**config.mk**
```make
export PLATFORM = sky130hd
export DESIGN_NAME = combination_coefficients_dimwise
export DESIGN_NICKNAME = d
export VERILOG_FILES = /design/src/rtl/core/ccd_pkg.sv /design/src/rtl/core/combination_coefficients_dimwise.sv /design/src/rtl/core/ccd_ram.sv
export SDC_FILE = /design/constraint.sdc
export NUM_CORES = 2
export LEC_CHECK = 0
export BUFFER_PORTS_ARGS = -buffer_cell sky130_fd_sc_hd__buf_2
export CORE_ASPECT_RATIO = 1.4
export CORE_MARGIN = 2
export CORE_UTILIZATION = 40
export DETAILED_ROUTE_END_ITERATION = 12
export PLACE_DENSITY = 0.65
export SYNTH_ARGS = -nofsm -noshare
export SYNTH_HDL_FRONTEND = slang
export SYNTH_SLANG_ARGS = --single-unit
```
**constraint.sdc**
```tcl
create_clock -name clk -period 12.4 [get_ports clk]
set_clock_uncertainty 0.1 [all_clocks]
set_input_delay 0.62 -clock clk [delete_from_list [all_inputs] [get_ports clk]]
set_output_delay 0.62 -clock clk [all_outputs]
set_load 0.05 [all_outputs]
```
**src/rtl/core/ccd_pkg.sv**
```systemverilog
// ----------------------------------------------------------------------------
// ccd_pkg
// shared types and constants for the combination coefficient block
// ----------------------------------------------------------------------------
package ccd_pkg;

  localparam int MAX_INDICES = 64;
  localparam int MAX_DIMS    = 4;
  localparam int LEVEL_BITS  = 4;

  localparam int IN_DIMS   = 4;
  localparam int IN_LEVEL_W = 4;
  localparam int COEFF_W   = 6;
  localparam int ENTRY_W   = 6;
  localparam int CFG_W     = 3;
  localparam int CFG_RESET = 4;

  localparam int ADDR_W = $clog2(MAX_INDICES);
  localparam int CNT_W  = $clog2(MAX_INDICES + 1);
  localparam int DIM_W  = $clog2(MAX_DIMS + 1);
  localparam int KEY_W  = MAX_DIMS * LEVEL_BITS;

  typedef logic [LEVEL_BITS-1:0]              level_t;
  typedef level_t [MAX_DIMS-1:0]              key_t;
  typedef logic signed [COEFF_W-1:0]          coeff_t;

  typedef enum logic [3:0] {
    S_LOAD,
    S_RD_ENTRY,
    S_GET_ENTRY,
    S_SCAN,
    S_GET_SUCC,
    S_EMIT_RD,
    S_EMIT_LD,
    S_EMIT_OUT
  } state_t;

endpackage

```
**src/rtl/core/combination_coefficients_dimwise.sv**
```systemverilog
// ----------------------------------------------------------------------------
// combination_coefficients_dimwise
// combination technique coefficients of a set of level multi-indices
// ----------------------------------------------------------------------------
// Multi-indices load one transaction per cycle into an index ram until the
// transaction marked last_index arrives; indices beyond 64 are dropped and
// reported through truncated. The block then runs one pass per active
// dimension: for each entry it reads the entry, scans the index ram one word
// per cycle from entry zero for the successor (level raised by one in that
// dimension) and writes coefficient minus successor coefficient (or the
// coefficient itself, if none) into the other of two ping-pong coefficient
// rams. The single read port of the index ram bounds the pace of a pass.
// Results then leave in load order, each read only after the one before is
// taken, and the input is not ready again until the final coefficient
// transaction is taken. Input is only accepted in the load phase. The user
// must write active_dims only while idle; the block does not enforce this.
// ----------------------------------------------------------------------------
module combination_coefficients_dimwise
  import ccd_pkg::*;
(
  input  logic                clk,
  input  logic                rst,
  // configuration
  input  logic                active_dims_wr_en,
  input  logic [CFG_W-1:0]    active_dims_wr_data,
  // input channel
  input  logic                in_valid,
  output logic                in_ready,
  input  logic [IN_LEVEL_W-1:0] level_d0,
  input  logic [IN_LEVEL_W-1:0] level_d1,
  input  logic [IN_LEVEL_W-1:0] level_d2,
  input  logic [IN_LEVEL_W-1:0] level_d3,
  input  logic                last_index,
  // output channel
  output logic                out_valid,
  input  logic                out_ready,
  output logic signed [COEFF_W-1:0] coefficient,
  output logic [ENTRY_W-1:0]  entry_number,
  output logic                truncated,
  output logic                last_result
);

  // control state
  state_t            state, state_next;
  logic [CFG_W-1:0]  active_dims;
  logic [CNT_W-1:0]  entry_count;
  logic              overflow_flag;
  logic [CNT_W-1:0]  entry_idx;   // entry being updated or emitted
  logic [CNT_W-1:0]  scan_idx;    // candidate successor under compare
  logic [DIM_W-1:0]  pass_dim;    // current pass, also selects the ram bank
  // payload state
  coeff_t            coeff_entry;
  key_t              want_key;

  // ram ports
  logic              tbl_we;
  logic [ADDR_W-1:0] tbl_raddr;
  logic [KEY_W-1:0]  tbl_wdata, tbl_rdata;
  logic              c0_we, c1_we;
  logic [ADDR_W-1:0] c_raddr;
  logic [COEFF_W-1:0] c_wdata, c0_rdata, c1_rdata;
  logic              coeff_wr;

  // decode
  logic [DIM_W-1:0]  ndims;
  logic              in_fire, out_fire;
  logic              entry_last, scan_last, pass_last;
  logic              at_max, succ_match;
  coeff_t            coeff_rd, diff_sat;
  key_t              rd_key, key_inc, in_key;
  logic [IN_LEVEL_W-1:0] in_lv [IN_DIMS];
  logic signed [COEFF_W:0] diff;

  ccd_ram #(.WIDTH(KEY_W), .DEPTH(MAX_INDICES)) u_index_ram (
    .clk   (clk),
    .we    (tbl_we),
    .waddr (entry_count[ADDR_W-1:0]),
    .wdata (tbl_wdata),
    .raddr (tbl_raddr),
    .rdata (tbl_rdata)
  );

  // two coefficient banks, pass d writes bank d[0] and reads the other
  ccd_ram #(.WIDTH(COEFF_W), .DEPTH(MAX_INDICES)) u_coeff_ram0 (
    .clk   (clk),
    .we    (c0_we),
    .waddr (entry_idx[ADDR_W-1:0]),
    .wdata (c_wdata),
    .raddr (c_raddr),
    .rdata (c0_rdata)
  );

  ccd_ram #(.WIDTH(COEFF_W), .DEPTH(MAX_INDICES)) u_coeff_ram1 (
    .clk   (clk),
    .we    (c1_we),
    .waddr (entry_idx[ADDR_W-1:0]),
    .wdata (c_wdata),
    .raddr (c_raddr),
    .rdata (c1_rdata)
  );

  // datapath decode
  always_comb begin
    ndims = (int'(active_dims) > MAX_DIMS) ? DIM_W'(MAX_DIMS) : DIM_W'(active_dims);
    in_fire  = in_valid && in_ready;
    out_fire = out_valid && out_ready;
    entry_last = (entry_idx + CNT_W'(1)) == entry_count;
    scan_last  = (scan_idx + CNT_W'(1)) == entry_count;
    pass_last  = (pass_dim + DIM_W'(1)) == ndims;

    in_lv[0] = level_d0;
    in_lv[1] = level_d1;
    in_lv[2] = level_d2;
    in_lv[3] = level_d3;
    // levels beyond the four input fields load as zero
    for (int k = 0; k < MAX_DIMS; k++) begin
      if (k < IN_DIMS) begin
        in_key[k] = LEVEL_BITS'(in_lv[k % IN_DIMS]);
      end else begin
        in_key[k] = '0;
      end
    end
    tbl_wdata = KEY_W'(in_key);

    rd_key = key_t'(tbl_rdata);
    at_max = 1'b0;
    for (int k = 0; k < MAX_DIMS; k++) begin
      if (DIM_W'(k) == pass_dim) begin
        key_inc[k] = rd_key[k] + LEVEL_BITS'(1);
        if (rd_key[k] == {LEVEL_BITS{1'b1}}) at_max = 1'b1;
      end else begin
        key_inc[k] = rd_key[k];
      end
    end

    // only active dimensions take part in the match
    succ_match = 1'b1;
    for (int k = 0; k < MAX_DIMS; k++) begin
      if ((k < int'(ndims)) && (rd_key[k] != want_key[k])) succ_match = 1'b0;
    end

    // first pass reads the start value of one
    if (pass_dim == '0) begin
      coeff_rd = COEFF_W'(1);
    end else begin
      coeff_rd = pass_dim[0] ? coeff_t'(c0_rdata) : coeff_t'(c1_rdata);
    end

    diff = {coeff_entry[COEFF_W-1], coeff_entry} - {coeff_rd[COEFF_W-1], coeff_rd};
    if (diff[COEFF_W] != diff[COEFF_W-1]) begin
      diff_sat = diff[COEFF_W] ? {1'b1, {(COEFF_W-1){1'b0}}} : {1'b0, {(COEFF_W-1){1'b1}}};
    end else begin
      diff_sat = diff[COEFF_W-1:0];
    end
  end

  // next state
  always_comb begin
    state_next = state;
    case (state)
      S_LOAD: begin
        if (in_fire && last_index) begin
          state_next = (ndims == '0) ? S_EMIT_RD : S_RD_ENTRY;
        end
      end
      S_RD_ENTRY: state_next = S_GET_ENTRY;
      S_GET_ENTRY: begin
        if (at_max) begin
          state_next = (entry_last && pass_last) ? S_EMIT_RD : S_RD_ENTRY;
        end else begin
          state_next = S_SCAN;
        end
      end
      S_SCAN: begin
        if (succ_match) begin
          state_next = S_GET_SUCC;
        end else if (scan_last) begin
          state_next = (entry_last && pass_last) ? S_EMIT_RD : S_RD_ENTRY;
        end
      end
      S_GET_SUCC: state_next = (entry_last && pass_last) ? S_EMIT_RD : S_RD_ENTRY;
      S_EMIT_RD:  state_next = S_EMIT_LD;
      S_EMIT_LD:  state_next = S_EMIT_OUT;
      S_EMIT_OUT: begin
        if (out_fire) begin
          state_next = entry_last ? S_LOAD : S_EMIT_RD;
        end
      end
      default: state_next = S_LOAD;
    endcase
  end

  // ram control and handshake outputs
  always_comb begin
    in_ready  = 1'b0;
    out_valid = 1'b0;
    tbl_we    = 1'b0;
    tbl_raddr = entry_idx[ADDR_W-1:0];
    c_raddr   = entry_idx[ADDR_W-1:0];
    coeff_wr  = 1'b0;
    c_wdata   = coeff_entry;
    case (state)
      S_LOAD: begin
        in_ready = 1'b1;
        tbl_we   = in_fire && (int'(entry_count) < MAX_INDICES);
      end
      S_GET_ENTRY: begin
        tbl_raddr = '0;
        coeff_wr  = at_max;
        c_wdata   = coeff_rd;
      end
      S_SCAN: begin
        tbl_raddr = ADDR_W'(scan_idx + CNT_W'(1));
        c_raddr   = scan_idx[ADDR_W-1:0];
        coeff_wr  = !succ_match && scan_last;
      end
      S_GET_SUCC: begin
        coeff_wr = 1'b1;
        c_wdata  = diff_sat;
      end
      S_EMIT_OUT: out_valid = 1'b1;
      default: ;
    endcase
    c0_we = coeff_wr && !pass_dim[0];
    c1_we = coeff_wr && pass_dim[0];
  end

  // registers
  always_ff @(posedge clk) begin
    if (rst) begin
      state         <= S_LOAD;
      active_dims   <= CFG_W'(CFG_RESET);
      entry_count   <= '0;
      overflow_flag <= 1'b0;
      entry_idx     <= '0;
      scan_idx      <= '0;
      pass_dim      <= '0;
    end else begin
      state <= state_next;
      if (active_dims_wr_en) active_dims <= active_dims_wr_data;

      case (state)
        S_LOAD: begin
          if (in_fire) begin
            if (int'(entry_count) < MAX_INDICES) begin
              entry_count <= entry_count + CNT_W'(1);
            end else begin
              overflow_flag <= 1'b1;
            end
            entry_idx <= '0;
            pass_dim  <= '0;
          end
        end
        S_GET_ENTRY: begin
          scan_idx <= '0;
        end
        S_SCAN: begin
          scan_idx <= scan_idx + CNT_W'(1);
        end
        S_EMIT_OUT: begin
          if (out_ready) begin
            if (entry_last) begin
              entry_count   <= '0;
              overflow_flag <= 1'b0;
              entry_idx     <= '0;
            end else begin
              entry_idx <= entry_idx + CNT_W'(1);
            end
          end
        end
        default: ;
      endcase

      // step to the next entry once its new coefficient is written
      if (coeff_wr) begin
        if (entry_last) begin
          entry_idx <= '0;
          pass_dim  <= pass_dim + DIM_W'(1);
        end else begin
          entry_idx <= entry_idx + CNT_W'(1);
        end
      end
    end
  end

  // payload registers
  always_ff @(posedge clk) begin
    if (state == S_GET_ENTRY) begin
      coeff_entry <= coeff_rd;
      want_key    <= key_inc;
    end
    if (state == S_EMIT_LD) begin
      coefficient  <= coeff_rd;
      entry_number <= ENTRY_W'(entry_idx);
      truncated    <= overflow_flag;
      last_result  <= entry_last;
    end
  end

`ifndef SYNTH
  // load and emission phases never overlap
  assert property (@(posedge clk) disable iff (rst) !(in_ready && out_valid))
    else $error("input ready while a result is offered");

  // the fill count never passes the table depth
  assert property (@(posedge clk) disable iff (rst) int'(entry_count) <= MAX_INDICES)
    else $error("entry count beyond table depth");

  // taking the final coefficient reopens the input for a new set
  assert property (@(posedge clk) disable iff (rst)
    (out_valid && out_ready && last_result) |=> (in_ready && entry_count == '0))
    else $error("set not closed after final coefficient");
`endif

endmodule

```
**src/rtl/core/ccd_ram.sv**
```systemverilog
// ----------------------------------------------------------------------------
// ccd_ram
// generic single write port ram with one registered read port
// ----------------------------------------------------------------------------
module ccd_ram #(
  parameter int WIDTH = 8,
  parameter int DEPTH = 64
) (
  input  logic                     clk,
  input  logic                     we,
  input  logic [$clog2(DEPTH)-1:0] waddr,
  input  logic [WIDTH-1:0]         wdata,
  input  logic [$clog2(DEPTH)-1:0] raddr,
  output logic [WIDTH-1:0]         rdata
);

  logic [WIDTH-1:0] mem [DEPTH];

  always_ff @(posedge clk) begin
    if (we) begin
      mem[waddr] <= wdata;
    end
    rdata <= mem[raddr];
  end

endmodule
```
---- Yosys cells after proc, flatten, opt, wreduce, memory -nomap -nowiden ----
Memories as Yosys holds them, arrays and structs flattened. A register that Yosys moved wholly into a read port is not among the register bits.
Cells that the tools add are included.
storage, ports and cells
  bits in registers ....................... 68
  bits in writable memories ............... 1,792
  bits of input ports ..................... 25
  output and inout bits ................... 16
  word-level logic and storage cells ...... 153
  memories ................................ 3
memory list
  memory            depth  width  rd ports  clocked after Yosys merged registers in  wr ports  RTL line       RTL
  u_index_ram.mem   64     16     1         1                                        1         ccd_ram.sv:17  logic [WIDTH-1:0] mem [DEPTH];
  u_coeff_ram0.mem  64     6      1         1                                        1         ccd_ram.sv:17
  u_coeff_ram1.mem  64     6      1         1                                        1         ccd_ram.sv:17
cells by class
  add/subtract/negate cells ............... 9
  order comparisons ....................... 6
  eq/ne operators ......................... 32
  multiplexer cells ....................... 63
  reduce and logical (&&, ||, !) cells .... 24
operators with widths
  operator             count
  $mux 7               8
  $pmux 7 s2           3
  $mux 4               8
  $pmux 4 s8           1
  $mux 6               5
  $mux 3               9
  $mux 1               25
  $pmux 6 s2           2
  $add 7x1->7 const B  3
  $add 4x1->4 const B  4
  $eq 4x3->1 const B   4
  $eq 4x4->1 const B   4
  $ne 4x4->1           4
  $eq 7x7->1           2
  $ne 2x2->1 const B   7
  $logic_and 1x1->1    12
  $reduce_and 5->1     2
  $ne 3x3->1 const B   3
  $eq 4x2->1 const B   2
  $lt 7x7->1 const B   1
  $sub 6x6->7          1
  $eq 2x3->1 const A   2
  $logic_not 3->1      2
  $lt 1x3->1 const A   2
  other kinds (14)     18

---- Depth between registers and ports, before layout ----
  depth in word-level cells ............... 14
  gate-level depth with buffers ........... 18
  mapped depth without buffers ............ 15

---- Modules after synthesis ----
From an unflattened synthesis, not the netlist that was laid out.
second synthesis, totals
  cells, all modules ...................... 3,734
  area, all modules ....................... 74,841.8 um^2
modules (own cells, without submodules)
  module                            instances  cells each  area an instance (um^2)  seq. area each (um^2)
  ccd_ram at u_index_ram            1          1,829       40,042.2                 31,069.8
  ccd_ram at u_coeff_ram0 ...       2          720         15,225.9                 11,651.2
  combination_coefficients_dimwise  1          465         4,347.9                  1,701.6

---- Worst setup path after synthesis ----
No wires, ideal clock.
  kind .................................... register to register
  start point ............................. register pass_dim[0]
  end point ............................... memory u_coeff_ram0.mem[0][5] in the netlist's numbering (data pin)
  library setup time ...................... 1.197 ns
  arrival time ............................ 7.936 ns
  data required time ...................... 11.103 ns
  slack ................................... 3.167 ns
  cell stages (with the launch flop) ...... 17
  path buffers ............................ 3
  period minus slack after synthesis ...... 9.233 ns
  path through ............................ dfxtp_1 clkbuf_1 buf_1 inv_1 ha_1 nor2b_1 buf_1 nor2_1 inv_1 fa_1 nand2_1 nand2_1 a21o_1 nand2_1 a22o_1 a22oi_1 o21ai_0
on the way
  longest elaborated chain between the ends .. 6
  elaborated cells on any way between the ends .. 8
  those cells by class .................... add/sub: 1; eq/ne: 1; mux: 5; reduce/logical: 1
RTL lines
  item                                              RTL line                                                                          RTL
  start: declaration                                combination_coefficients_dimwise.sv:50                                            logic [DIM_W-1:0] pass_dim;
  start signal: assignment                          combination_coefficients_dimwise.sv:278                                           pass_dim <= pass_dim + DIM_W'(1);
  $logic_not 3->1 / $mux 6 (equally long branches)  combination_coefficients_dimwise.sv:143, combination_coefficients_dimwise.sv:146
  $mux 6 *                                          combination_coefficients_dimwise.sv:143                                           if (pass_dim == '0) begin
  via coeff_rd[1]                                   combination_coefficients_dimwise.sv:69                                            coeff_t coeff_rd, diff_sat;
  $sub 6x6->7 *                                     combination_coefficients_dimwise.sv:149                                           diff = {coeff_entry[COEFF_W-1], coeff_entry} - {coeff_rd[COEFF_W-1], coeff_rd};
  $mux 6 / $ne 1x1->1 (equally long branches)       combination_coefficients_dimwise.sv:151, combination_coefficients_dimwise.sv:150
  $mux 6 *                                          combination_coefficients_dimwise.sv:150                                           if (diff[COEFF_W] != diff[COEFF_W-1]) begin
  $pmux 6 s2 *                                      combination_coefficients_dimwise.sv:202                                           case (state)
  via c_wdata[5]                                    combination_coefficients_dimwise.sv:61                                            logic [COEFF_W-1:0] c_wdata, c0_rdata, c1_rdata;
  end: declaration                                  ccd_ram.sv:17
Mark *: on every way through the listed nets, which the timed path passes. The rest lies on a longest branch.

---- Final worst setup path ----
  start point ............................. register pass_dim[0]
  end point ............................... memory u_coeff_ram1.mem[58][4] in the netlist's numbering (data pin)
on the way
  longest elaborated chain between the ends .. 6
  elaborated cells on any way between the ends .. 8
  those cells by class .................... add/sub: 1; eq/ne: 1; mux: 5; reduce/logical: 1
RTL lines
  item                                              RTL line
  $logic_not 3->1 / $mux 6 (equally long branches)  combination_coefficients_dimwise.sv:143, combination_coefficients_dimwise.sv:146
  $mux 6 *                                          combination_coefficients_dimwise.sv:143
  via coeff_rd[1]                                   combination_coefficients_dimwise.sv:69
  $sub 6x6->7 *                                     combination_coefficients_dimwise.sv:149
  $mux 6 / $ne 1x1->1 (equally long branches)       combination_coefficients_dimwise.sv:151, combination_coefficients_dimwise.sv:150
  $mux 6 *                                          combination_coefficients_dimwise.sv:150
  $pmux 6 s2 *                                      combination_coefficients_dimwise.sv:202
  via c_wdata[4]                                    combination_coefficients_dimwise.sv:61
  end: declaration                                  ccd_ram.sv:17
Marks and branches as above.

==> flow_summary_export.csv <==
group,metric,value,unit
logic_synthesis,synthArstFlopShare,0,
detailed_routing,via_count,47600,
worst_setup_path,cp_cell_sequence,"inv_1 -> ha_1 -> nor2b_1 -> nor2_1 -> inv_1 -> ha_1 -> nor2b_1 -> o21ai_0 -> a21boi_0 -> o21a_1 -> or3_1 -> o21a_1 -> nor3_1 -> a311o_2 -> buf_4",
logic_synthesis,synth_top_area_cell,"edfxtp_1",
timing,tightest_slew,1.26,ns
timing,hold_violations,0,
worst_setup_path,worst_ep_arrival_time,6.86,ns
worst_setup_path,critical_path_peak_fanout,76,
logic_synthesis,netlist_top_cells_count,"1828 x edfxtp_1, 1557 x nand2_1, 459 x nand3_1, 248 x nor2_1, 173 x a31oi_1",
die,rows,189,
detailed_routing,avgRoutedWirePerCell,24.5,µm
clock_network,path_clk_slew,0.07,ns
power,p_sw_frac,0.248,
detailed_routing,final_antenna_net_count,0,
placed_design,gp_congestion,0.885,
timing,slew-limit-headroom,0.162,
logic_synthesis,syn-mean-instance-area,13.2,µm²
clock_network,tritoncts.num_buffers,181,
final_layout,drive_above_1_share,0.0824,
final_layout,area_delta_synth_final,11.3,%
power,p_int,10.8,mW
clock_network,h-tree-depth,4,
power,p_per_area,169,mW/mm²
power,power_frac_comb,0.102,
placed_design,dp.cells,8055,
timing,setup_viol,0,
logic_synthesis,synth.distinct_cells,71,
placed_design,dp_slack,6.15,ns
detailed_routing,drtPass1Iterations,9,
logic_synthesis,ys_seq_elements,1887,
logic_synthesis,yosys_warnings,0,
global_route,gr-total-overflow,0,
placed_design,io_buffer_count,40,
logic_synthesis,netlist_area,0.0760,mm²
global_route,grt_max_degree,190,
die,die_w,372,µm
timing,slew_viol_final,0,
logic_synthesis,synth.top_cell.area_share,0.723,
global_route,grt_pass1_wl,300000,µm
die,die-height,520,µm
timing,finalWorstSetupSlack,5.92,ns
timing,tns,0,ns
logic_synthesis,syn-num-nets,5820,
logic_synthesis,synth.area.top_cells,"edfxtp_1 72%, nand2_1 7.7%, nand3_1 3.0%",
power,p_leak,27.6,nW
worst_setup_path,cp-start-kind,"flop",
die,initial_core_util,0.402,
die,core_area,0.189,mm²
detailed_routing,drtIter0Drc,5335,
timing,period_needed,6.48,ns
timing,rsz0062_at_grt,"false",
clock_network,cts_setup_buffers,0,
placed_design,dpl-instance-area,0.0789,mm²
final_layout,final_util,0.447,
clock_network,cts_tree,"yes",
die,num_io_pins,41,
logic_synthesis,ys.flop_type,"edfxtp_1",
hold_path,hp-class,"in -> reg",
final_layout,fin_nets,5805,
power,netSwitchingPower,3.55,mW
die,die_area,0.193,mm²
placed_design,post-dp-hpwl,122000,µm
logic_synthesis,synth_edf_count,1828,
clock_network,root_buffer,"clkbuf_16",
timing,fin_crit_sh,0.523,
clock_network,cts_resized,0,
worst_setup_path,slowest_stage,"a311o_2",
final_layout,stdcell_count,8385,
power,pwr-share-seq,0.525,
detailed_routing,drt_wl_total,205000,µm
worst_setup_path,critPathKind,"reg -> reg",
logic_synthesis,post-synth-top-count-cell,"edfxtp_1",
detailed_routing,drt-vias-per-instance,5.68,
clock_network,ctsLongestPathBuffers,4,
final_layout,postLayoutCellArea,0.0846,mm²
worst_setup_path,worst_ep_required_time,12.78,ns
run_status,status,"completed",
global_route,globalRouteTotalUtil,0.207,
logic_synthesis,yosysSeqAreaShare,0.738,
logic_synthesis,syn_inst,5776,
clock_network,insertion_delay,0.82,ns
clock_network,cts_sinks,1887,
global_route,grt_antenna_before_repair,4,
worst_setup_path,worstSetupEndpointType,"flop",
timing,max_freq,0.154,GHz
worst_setup_path,slowest_delay,0.91,ns
power,ir_drop,0.000124,V
global_route,grt_pass1_vias,46200,
power,p_clk_frac,0.373,
detailed_routing,post-route-drc-count,0,
flow_run,maxCapViolations,0,
[what timing repair did]
action,in CTS,in global routing
hold buffers,6,0
hold endpoints to repair,3,0
setup endpoints to repair,0,0
[kinds of logic (layout without fill, tap and decap cells)]
group                      after synthesis  after routing  share of synthesized area
muxes                                   69             69                    0.00990
adders and majority gates               19             19                    0.00323
AOI/OAI and AO/OA                      697            697                     0.0665
DFF                                   1887           1887                      0.738
buffers and inverters                  403            526                     0.0232
and+or+nand+nor                       2641           2641                      0.152
other                                    0              3                          0
xor gates and xnor gates                60             60                    0.00702
[layout make-up]
| cell class | instances | area (µm²) |
|---|---|---|
| inverter | 19 | 71.3 |
| clock buffer | 234 | 4890 |
| fill | 16600 | 105000 |
| clock inverter | 87 | 719 |
| antenna | 3 | 7.51 |
| sequential | 1887 | 56100 |
| multi-input combinational | 3486 | 18300 |
| tap | 2483 | 3110 |
| timing repair buffer | 186 | 1390 |
[sequential cells by signal, summed over array words and instances, names as in the netlist, 7 cells and up]
register	flops
u_index_ram.mem	1024
u_coeff_ram0.mem	384
u_coeff_ram1.mem	384
u_index_ram.rdata	16
want_key	16
entry_count	7
entry_idx	7
scan_idx	7
[cells in the final DEF, fill, tap and decap left out, types with 31 or more instances in the layout]
master     count
edfxtp_1    1828
nand2_1     1553
nand3_1      459
nor2_1       245
clkbuf_16    184
a31oi_1      173
a211oi_1     151
buf_4        134
and3_1       117
and2_1        91
a311oi_1      90
a21oi_1       81
dfxtp_1       59
nand4_1       58
mux2i_1       57
o2111ai_1     49
clkbuf_1      40
buf_2         40
a32oi_1       35
clkinv_2      32
xor2_1        31
clkinv_1      31
[stage by stage]
stage / hold WS (ns) / power [mW]
6_report: 0.110 / 14.3
5_1_grt: 0.160 / 14.7
4_1_cts: 0.0640 / 14.3
3_5_place_dp: 0.334 / 9.10
3_3_place_gp: 0.317 / 9.06
2_1_floorplan: 0.306 / 8.51
[power groups by stage]
stage / clock network (mW) / registers, mW / logic [mW]
CTS: 5.38 / 7.50 / 1.46
global placement: 0 / 7.64 / 1.42
detailed placement: 0 / 7.64 / 1.46
floorplan: 0 / 7.63 / 0.871
global route: 5.62 / 7.51 / 1.57
finish: 5.33 / 7.50 / 1.46
[worst max-delay path: cells and delay by family (launching register included)]
family                   cells  cell delay (ns)
AO/OA/AOI/OAI                5             1.65
adder cells (fa/ha/maj)      2             0.42
buffers and inverters        3             1.22
flip-flops                   1             0.55
AND/OR/NAND/NOR              5             2.13
[layer usage]
layer / GRT usage / wire length (µm) / vias to the layer above
met3: 0.0300 / 14200 / 467
met5: 0 / 22 / -
met1: 0.250 / 75500 / 23800
met2: 0.353 / 103000 / 2025
met4: 0.117 / 12600 / 4
li1: - / - / 21400
[final timing paths]
kind	slack [ns]	to	depth (start not counted)	from
hold / removal	0.11	overflow_flag	4	out_ready
setup / recovery	5.92	u_coeff_ram1.mem[58][4]	15	pass_dim[0]
hold reg to reg	0.34	truncated	0	overflow_flag
setup reg to reg	5.92	u_coeff_ram1.mem[58][4]	15	pass_dim[0]
Power figures use the tool's default switching activity.
